### src/rtl/assert_macros.svh
// Assertion macros for the RTL of the scorer.
`ifndef ASSERT_MACROS_SVH
`define ASSERT_MACROS_SVH

// Checks that the consequent holds in the same cycle as the antecedent.
`define ASSERT_SAME_CYCLE(label, clk, rst_n, ante, cons, msg) \
	label: assert property (@(posedge clk) disable iff (!rst_n) (ante) |-> (cons)) \
		else $error(msg);

// Checks that the consequent holds in the cycle after the antecedent.
`define ASSERT_NEXT_CYCLE(label, clk, rst_n, ante, cons, msg) \
	label: assert property (@(posedge clk) disable iff (!rst_n) (ante) |=> (cons)) \
		else $error(msg);

`endif

### src/rtl/lrs_pkg.sv
// Types, constants and elaboration helpers of the logistic regression scorer.
`timescale 1ns / 1ps
package lrs_pkg;

	localparam int INDEX_W     = 8;
	localparam int VALUE_W     = 24;
	localparam int DIFF_W      = VALUE_W + 1;
	localparam int INV_W       = 32;
	localparam int PROD_W      = DIFF_W + INV_W + 1;
	localparam int LIMIT_W     = 23;
	localparam int NORM_SHIFT  = 16;
	localparam int TERM_PROD_W = 2 * VALUE_W;
	localparam int TERM_W      = TERM_PROD_W - NORM_SHIFT;
	localparam int ACC_W       = 48;
	localparam int PROB_W      = 16;
	localparam int TP_W        = 22;

	localparam logic [LIMIT_W-1:0] NORM_LIMIT_RESET  = 23'd655360;
	localparam logic [LIMIT_W-1:0] SCORE_LIMIT_RESET = 23'd1310720;

	localparam longint          TABLE_HALF_RANGE = 64'sd2097152;
	localparam longint unsigned Q31_ONE          = 64'd2147483648;

	localparam int QUEUE_DEPTH = 4;
	localparam int QPTR_W      = $clog2(QUEUE_DEPTH);
	localparam int QCNT_W      = $clog2(QUEUE_DEPTH + 1);

	typedef enum logic [1:0] {
		FUNC_LOAD     = 2'd0,
		FUNC_BIAS     = 2'd1,
		FUNC_SAMPLE   = 2'd2,
		FUNC_RESERVED = 2'd3
	} func_t;

	typedef enum logic [1:0] {
		OP_LOAD   = 2'd0,
		OP_BIAS   = 2'd1,
		OP_SAMPLE = 2'd2
	} op_t;

	typedef enum logic {
		CFG_NORMALIZED_LIMIT = 1'b0,
		CFG_SCORE_LIMIT      = 1'b1
	} cfg_reg_t;

	typedef struct packed {
		func_t                     func;
		logic [INDEX_W-1:0]        feature_index;
		logic signed [VALUE_W-1:0] feature_value;
		logic signed [VALUE_W-1:0] feature_mean;
		logic [INV_W-1:0]          inverse_scale;
		logic signed [VALUE_W-1:0] weight;
		logic                      last_feature;
	} item_t;

	typedef struct packed {
		logic [PROB_W-1:0]         probability;
		logic signed [VALUE_W-1:0] clamped_score;
		logic                      score_saturated;
	} result_t;

	typedef struct packed {
		cfg_reg_t           index;
		logic [LIMIT_W-1:0] value;
	} cfg_req_t;

	// Classified request handed from the front end to the back end.
	typedef struct packed {
		op_t                       op;
		logic                      in_range;
		logic                      first;
		logic                      last;
		logic [INDEX_W-1:0]        index;
		logic signed [VALUE_W-1:0] value;
		logic signed [VALUE_W-1:0] mean;
		logic [INV_W-1:0]          inv_scale;
		logic signed [VALUE_W-1:0] weight;
	} cmd_t;

	typedef struct packed {
		logic busy;
		logic result_pending;
	} back_status_t;

	// Unsigned long division by shift and subtract, used only at elaboration.
	function automatic longint unsigned udiv(input longint unsigned num,
		input longint unsigned den);
		longint unsigned quo;
		logic [64:0]     rem;
		quo = '0;
		rem = '0;
		for (int b = 63; b >= 0; b--) begin
			rem = {rem[63:0], num[b]};
			if (rem >= {1'b0, den}) begin
				rem    = rem - {1'b0, den};
				quo[b] = 1'b1;
			end
		end
		return quo;
	endfunction

	// e to the power -a, a in Q16 up to 32.0, result in Q31. A short series on a/256
	// followed by eight rounded squarings.
	function automatic longint unsigned exp_neg(input longint unsigned a);
		longint unsigned u;
		longint unsigned u2;
		longint unsigned u3;
		longint unsigned u4;
		longint unsigned r;
		u  = a << 7;
		u2 = (u * u) >> 31;
		u3 = (u2 * u) >> 31;
		u4 = (u3 * u) >> 31;
		r  = (Q31_ONE + u2 / 2 + u4 / 24) - u - u3 / 6;
		for (int k = 0; k < 8; k++) begin
			r = (r * r + 64'd1073741824) >> 31;
		end
		return r;
	endfunction

endpackage

### src/rtl/lrs_stream_if.sv
// Valid/ready channel with a typed payload.
`timescale 1ns / 1ps
interface lrs_stream_if #(
	parameter type payload_t = logic
) ();
	logic     valid;
	logic     ready;
	payload_t data;

	modport source (output valid, output data, input ready);
	modport sink (input valid, input data, output ready);
endinterface

### src/rtl/lrs_queue.sv
// Short request queue between the front end and the back end.
`timescale 1ns / 1ps
module lrs_queue (
	input logic         clk,
	input logic         arst_n,
	lrs_stream_if.sink   push,
	lrs_stream_if.source pop
);
	import lrs_pkg::*;

	cmd_t              fifo_q [QUEUE_DEPTH];
	logic [QPTR_W-1:0] wr_ptr_q;
	logic [QPTR_W-1:0] rd_ptr_q;
	logic [QCNT_W-1:0] count_q;
	logic              do_push;
	logic              do_pop;

	assign push.ready = (count_q != QCNT_W'(QUEUE_DEPTH));
	assign pop.valid  = (count_q != '0);
	assign pop.data   = fifo_q[rd_ptr_q];
	assign do_push    = push.valid && push.ready;
	assign do_pop     = pop.valid && pop.ready;

	always_ff @(posedge clk) begin
		if (do_push) begin
			fifo_q[wr_ptr_q] <= push.data;
		end
	end

	always_ff @(posedge clk or negedge arst_n) begin
		if (!arst_n) begin
			wr_ptr_q <= '0;
			rd_ptr_q <= '0;
			count_q  <= '0;
		end else begin
			if (do_push) begin
				wr_ptr_q <= wr_ptr_q + 1'b1;
			end
			if (do_pop) begin
				rd_ptr_q <= rd_ptr_q + 1'b1;
			end
			if (do_push && !do_pop) begin
				count_q <= count_q + 1'b1;
			end else if (do_pop && !do_push) begin
				count_q <= count_q - 1'b1;
			end
		end
	end
endmodule

### src/flat_wrapper.sv
// flat-port wrapper written by rule: the top's interface ports become plain ports
module lrs_queue_flat import lrs_pkg::*;
  (clk, arst_n, push_valid, push_data, push_ready, pop_valid, pop_data, pop_ready);
  lrs_stream_if push_i ();
  lrs_stream_if pop_i ();
  input logic clk;
  input logic arst_n;
  input wire logic [$bits(push_i.valid)-1:0] push_valid;
  input wire logic [$bits(push_i.data)-1:0] push_data;
  output wire logic [$bits(push_i.ready)-1:0] push_ready;
  output wire logic [$bits(pop_i.valid)-1:0] pop_valid;
  output wire logic [$bits(pop_i.data)-1:0] pop_data;
  input wire logic [$bits(pop_i.ready)-1:0] pop_ready;
  assign push_i.valid = push_valid;
  assign push_i.data = push_data;
  assign push_ready = push_i.ready;
  assign pop_valid = pop_i.valid;
  assign pop_data = pop_i.data;
  assign pop_i.ready = pop_ready;
  lrs_queue u_core (.clk(clk), .arst_n(arst_n), .push(push_i), .pop(pop_i));
endmodule
### config.mk
export PLATFORM = sky130hd
export DESIGN_NAME = lrs_queue_flat
export DESIGN_NICKNAME = d
export VERILOG_FILES = /design/src/rtl/assert_macros.svh /design/src/rtl/lrs_pkg.sv /design/src/rtl/lrs_stream_if.sv /design/src/rtl/lrs_queue.sv /design/src/flat_wrapper.sv
export SDC_FILE = /design/constraint.sdc
export NUM_CORES = 1
export LEC_CHECK = 0
export BUFFER_PORTS_ARGS = -buffer_cell sky130_fd_sc_hd__buf_2
export CORE_UTILIZATION = 28
export DETAILED_ROUTE_END_ITERATION = 8
export PLACE_DENSITY = 0.5
export SYNTH_ARGS = -nofsm -noshare
export SYNTH_HDL_FRONTEND = slang
export SYNTH_SLANG_ARGS = --single-unit
### constraint.sdc
create_clock -name clk -period 2.2 [get_ports clk]
set_clock_uncertainty 0.15 [all_clocks]
set_input_delay 0.44 -clock clk [delete_from_list [all_inputs] [get_ports clk]]
set_output_delay 0.44 -clock clk [all_outputs]
set_load 0.1 [all_outputs]
**Word level (Yosys, flattened, before mapping)**

Memories as Yosys holds them, arrays and structs flattened.
Cells that the tools add are included.
W data, S select, Z words.

- Reductions and logical operators: 8
- Equality and inequality tests: 1
- Add/sub/neg operators: 4
- Muxes and demuxes: 4

Operators by type and width:

| operator | number |
|---|---|
| $mux W3 | 2 |
| $add A2 B1 Y2 const B | 2 |
| $logic_and A1 B1 Y1 | 4 |
| $add A3 B1 Y3 const B | 1 |
| $ne A3 B3 Y1 const B | 1 |
| $reduce_bool A3 Y1 | 1 |
| $sub A3 B1 Y3 const B | 1 |
| $logic_not A1 Y1 | 2 |
| $mux W1 | 2 |
| $reduce_bool A2 Y1 | 1 |

- Bits of input ports: 5
- Register bits after elaboration: 7
- Word-level logic and storage cells: 21
- Bits in writable memories: 4
- Output and inout bits: 3
- Memories kept: 1

Memories:

| memory | words | bits a word | rd ports | clocked after Yosys merged registers in | write ports | RTL line | RTL |
|---|---|---|---|---|---|---|---|
| u_core.fifo_q | 4 | 1 | 1 | 0 | 1 | lrs_queue.sv:11 | `cmd_t fifo_q [QUEUE_DEPTH];` |

**Logic depth before layout (Yosys ltp)**

- Depth in word-level cells: 6
- Gate-level depth with buffers: 8

**Least setup slack after synthesis**

No wires, ideal clock.

- Kind: register -> register
- Start point: register u_core.count_q[2]
- End point: register u_core.count_q[2]
- Data arrival time: 2.057 ns
- Data required time: 1.971 ns
- Cell stages (with the launch flop): 9
- Path slack: -0.086 ns
- Period minus slack after synthesis: 2.286 ns
- Path through: dfrtp_1 -> or3_4 -> nand2_4 -> ha_1 -> inv_1 -> fa_1 -> xor2_1 -> nor2_1 -> xor2_1

- Longest elaborated chain between the ends: 5
- Elaborated cells between the ends (all ways): 13
- Classes of those cells: add/sub: 2; eq/ne: 1; mux: 2; reduce/logical: 8

RTL lines:

| what | RTL line | RTL |
|---|---|---|
| start, declared | lrs_queue.sv:14 | `logic [QCNT_W-1:0] count_q;` |
| start signal, assigned | lrs_queue.sv:43 | `count_q <= count_q + 1'b1;` |
| start signal, assigned | lrs_queue.sv:45 | `count_q <= count_q - 1'b1;` |
| $reduce_bool A3 Y1 (*) | lrs_queue.sv:19 | `assign pop.valid = (count_q != '0);` |
| via pop_valid | flat_wrapper.sv:11 | `output wire logic [$bits(pop_i.valid)-1:0] pop_valid;` |
| $logic_and A1 B1 Y1 (*) | lrs_queue.sv:22 | `assign do_pop = pop.valid && pop.ready;` |
| $logic_not A1 Y1 | lrs_queue.sv:42 | `if (do_push && !do_pop) begin` |
| $logic_and A1 B1 Y1 | lrs_queue.sv:42 |  |
| $mux W3 or $reduce_bool A2 Y1 (tied branches) | - |  |

The timed path passes the listed nets; every way through them passes the cells marked *. The select of a mux whose other input is x is not followed.
A chain may end at the register's enable or synchronous reset.

**Final worst setup path**

- Start point: register u_core.rd_ptr_q[0]
- End point: output port pop_data

- Longest elaborated chain between the ends: 1

RTL lines:

| what | RTL line | RTL |
|---|---|---|
| start, declared | lrs_queue.sv:13 | `logic [QPTR_W-1:0] rd_ptr_q;` |
| start signal, assigned | lrs_queue.sv:40 | `rd_ptr_q <= rd_ptr_q + 1'b1;` |
| $mem_v2 Z4 W1 | - |  |
| end, declared | flat_wrapper.sv:12 | `output wire logic [$bits(pop_i.data)-1:0] pop_data;` |

Every way passes these cells.

==> impl_summary.log <==
INFO  metric status = finished clean
INFO  metric min-delay-start = push_data
INFO  metric drt_first_pass_iters = 1
INFO  metric r2r.worst_path.cells = 8
INFO  metric syn_inst = 40
INFO  metric number_of_cells_on_the_worst_hold_path = 1
INFO  metric crit_path_max_incr_delay = 0.51 ns
INFO  metric grt_usage = 0.102
INFO  metric worst_setup_hold_path_clk_slew = roughly 0.060 ns
INFO  metric die_h = 47.3 microns
INFO  metric syn-num-nets = between 50 and 60
INFO  metric yosysWarnings = 0
INFO  metric crit-reg2reg-capture = u_core.count_q[2]
INFO  metric critPathKind = reg2out
INFO  metric slew_headroom = 0.680
INFO  metric insertedDiodeCount = 0
INFO  metric ys_ff_latch = 11
INFO  metric area_share_of_the_leading_cell_type_in_the_synthesized_netlist = 0.304
INFO  metric cp_cell_sequence = mux4_2 -> buf_2
INFO  metric met2_wire_len = approximately 370 microns
INFO  metric cts.htree.levels = 1
INFO  metric timing.critical_path.required = ~1.6 ns
INFO  metric syn-mean-instance-area = between 10 and 15 sq um
INFO  metric grt_first_pass_wirelength = about 1400 microns
INFO  metric placedInstanceArea = 674 sq um
INFO  metric dp_hpwl = 618 microns
INFO  metric unrepaired_setup_endpoints_after_global_routing = false
INFO  metric drt-wirelength-per-cell = about 10 microns
INFO  metric grt_pass1_vias = roughly 300
INFO  metric detailroute.via_count = about 330
INFO  metric post_synth_instance_area = about 580 sq um
INFO  metric rr_startpoint = u_core.count_q[1]
INFO  metric proportion_of_layout_cells_with_a_drive_suffix_above_1 = 0.491
INFO  metric cp_slowest_cell = sky130_fd_sc_hd__mux4_2
INFO  metric timing.final.crit_share = 0.951
INFO  metric min_tclk_post_route = approximately 2.1 ns
INFO  metric drc_violation_total_after_the_first_tritonroute_iteration = 0
INFO  metric clk-insertion-delay-late = around 0.27 ns
INFO  metric worstSetupEndpointType = output pin
INFO  metric timing.reg2reg.setup_slack = around 0.11 ns
INFO  metric dieArea = around 2200 sq um
INFO  metric clock_path_buffers = 2
INFO  metric floorplan.initialDensity = 0.296
INFO  metric layout.cell_area.non_filler = roughly 700 sq um
INFO  metric final_nets = 67
INFO  metric timing.final.max_slew_violations = 0
INFO  metric nFillCells = around 200
INFO  metric cp_launch_type = flip-flop
INFO  metric timing_hold_violations_final = 0
INFO  metric rows = 16
INFO  metric die-width = 47.3 microns
INFO  metric crit_arrival = around 1.5 ns
INFO  metric fp.coreArea = a little under 2000 sq um
INFO  metric route.layer.met1.wl = ~380 microns
INFO  metric top_cell_type_by_total_area_after_synthesis = sky130_fd_sc_hd__dfrtp_1
INFO  metric highest-signal-layer = met4
INFO  metric portBuffers = 7
INFO  metric wl_met3 = 49 microns
INFO  metric cp_num_buf_inv = 1
INFO  metric finalSetupViolCount = 0
INFO  metric drc_errors = 0
INFO  metric synth_cell_types = 17
INFO  metric clock.fmax = 478 MHz
INFO  metric crit_path_max_fanout = 3
INFO  metric pin_count = 8
INFO  metric synth-seq-area-share = 0.513
INFO  metric tritoncts_num_sinks = 11
INFO  metric vias_per_cell = ~4.0
INFO  metric whs = around 0.23 ns
INFO  metric wl = approximately 820 microns
INFO  metric grt_remaining_overflow = 0
INFO  metric drtAntennaViolNets = 0
INFO  metric clock_buffer_count_from_cts = 3
INFO  metric tritoncts = done
INFO  metric critical_path.top_delay_family = multiplexers
INFO  metric grt_start_max_net_pins = 8
INFO  metric maxcap_viol_count = 0
INFO  metric hold_class = in2reg
INFO  metric synth.top_cells.by_area = sky130_fd_sc_hd__dfrtp_1, sky130_fd_sc_hd__edfxtp_1, sky130_fd_sc_hd__ha_1, sky130_fd_sc_hd__xnor2_1, sky130_fd_sc_hd__and2_2
INFO  metric whs_endpoint = u_core.fifo_q[0]
INFO  metric cts_root_buffer = sky130_fd_sc_hd__clkbuf_4
INFO  metric antenna_found_initial = 0
INFO  metric syn2layout_area_growth = 25.0%
INFO  metric worst_slew_pin_slew = 0.484 ns
INFO  metric routabilityCongestion = 0.691
## how the worst max path moves through the flow
stage                                  start                 to  slack [ns]  depth (start not counted)
final                     u_core.rd_ptr_q[0]           pop_data        0.11                          2
after global routing       u_core.count_q[1]  u_core.count_q[2]        0.01                          8
after CTS                 u_core.rd_ptr_q[0]           pop_data        0.08                          2
after detailed placement   u_core.count_q[1]  u_core.count_q[2]        0.10                          8
after global placement     u_core.count_q[1]  u_core.count_q[2]        0.11                          8
after floorplan            u_core.count_q[0]  u_core.count_q[2]      -0.009                          8
## cells in the mapped netlist
cell type                  instances
sky130_fd_sc_hd__xnor2_1           4
sky130_fd_sc_hd__xor2_1            2
sky130_fd_sc_hd__edfxtp_1          4
sky130_fd_sc_hd__nand3_2           1
sky130_fd_sc_hd__mux4_2            1
sky130_fd_sc_hd__ha_1              5
sky130_fd_sc_hd__nand2_4           1
sky130_fd_sc_hd__a21boi_2          1
sky130_fd_sc_hd__and2_2            4
sky130_fd_sc_hd__inv_1             3
sky130_fd_sc_hd__dfrtp_1           7
sky130_fd_sc_hd__fa_1              1
sky130_fd_sc_hd__nand2_1           1
sky130_fd_sc_hd__mux2_2            1
sky130_fd_sc_hd__nor2_1            2
sky130_fd_sc_hd__mux2_4            1
sky130_fd_sc_hd__or3_4             1
## cells in the final DEF (no fill, tap or decap), types with 2 or more instances in the layout
cell / count
sky130_fd_sc_hd__and2_2: 4
sky130_fd_sc_hd__buf_2: 7
sky130_fd_sc_hd__buf_4: 3
sky130_fd_sc_hd__clkbuf_4: 3
sky130_fd_sc_hd__dfrtp_1: 6
sky130_fd_sc_hd__edfxtp_1: 4
sky130_fd_sc_hd__ha_1: 4
sky130_fd_sc_hd__inv_1: 3
sky130_fd_sc_hd__nor2_1: 2
sky130_fd_sc_hd__xnor2_1: 4
sky130_fd_sc_hd__xor2_1: 2
## routing by layer
layer	vias to the layer above	GRT usage
li1	161	-
met1	156	0.112
met2	8	0.140
met3	4	0.0692
met4	0	0.0686
met5	-	0
## state kept, by name, summed over array words and instances, names as in the netlist
signal,count
u_core.fifo_q,4
u_core.wr_ptr_q,2
u_core.count_q,3
u_core.rd_ptr_q,2
## area by class of cell
class,count,area [sq um],share of cell area
sequential,11,297,0.412
multi-input combinational,26,284,0.395
timing repair buffer,11,67.6,0.0939
tap,27,33.8,0.0470
clock buffer,4,26.3,0.0365
inverter,3,11.3,0.0157
## stage by stage
| stage | util | setup TNS (ns) | std cells | worst slack, ns |
|---|---|---|---|---|
| floorplan | - | -0.00858 | 40 | -0.00858 |
| global placement | 0.347 | 0 | 76 | 0.106 |
| detailed placement | 0.347 | 0 | 76 | 0.102 |
| finish | 0.370 | 0 | 82 | 0.109 |
| global route | 0.370 | 0 | 82 | 0.0144 |
| CTS | 0.366 | 0 | 81 | 0.0795 |
## kinds of logic (layout without fill, tap and decap cells)
group / count (synthesis) / count (layout) / synth area share
flip-flops: 11 / 11 / 0.513
adder cells (fa/ha/maj): 6 / 6 / 0.143
XOR/XNOR: 6 / 6 / 0.0913
multiplexers: 3 / 3 / 0.0848
buffers and inverters: 3 / 18 / 0.0196
AND/OR/NAND/NOR: 10 / 10 / 0.128
AO/OA/AOI/OAI: 1 / 1 / 0.0196
## what timing repair did
item | CTS | global route
resized for setup | 0 | 1
hold endpoints to repair | 7 | 0
buffers inserted | 0 | 1
hold buffers | 1 | 0
endpoints found under the setup margin | 0 | 1
Power is left out: the tool's default activity adds up to more than one toggle a clock period on the data nets, which glitch-free logic cannot reach.
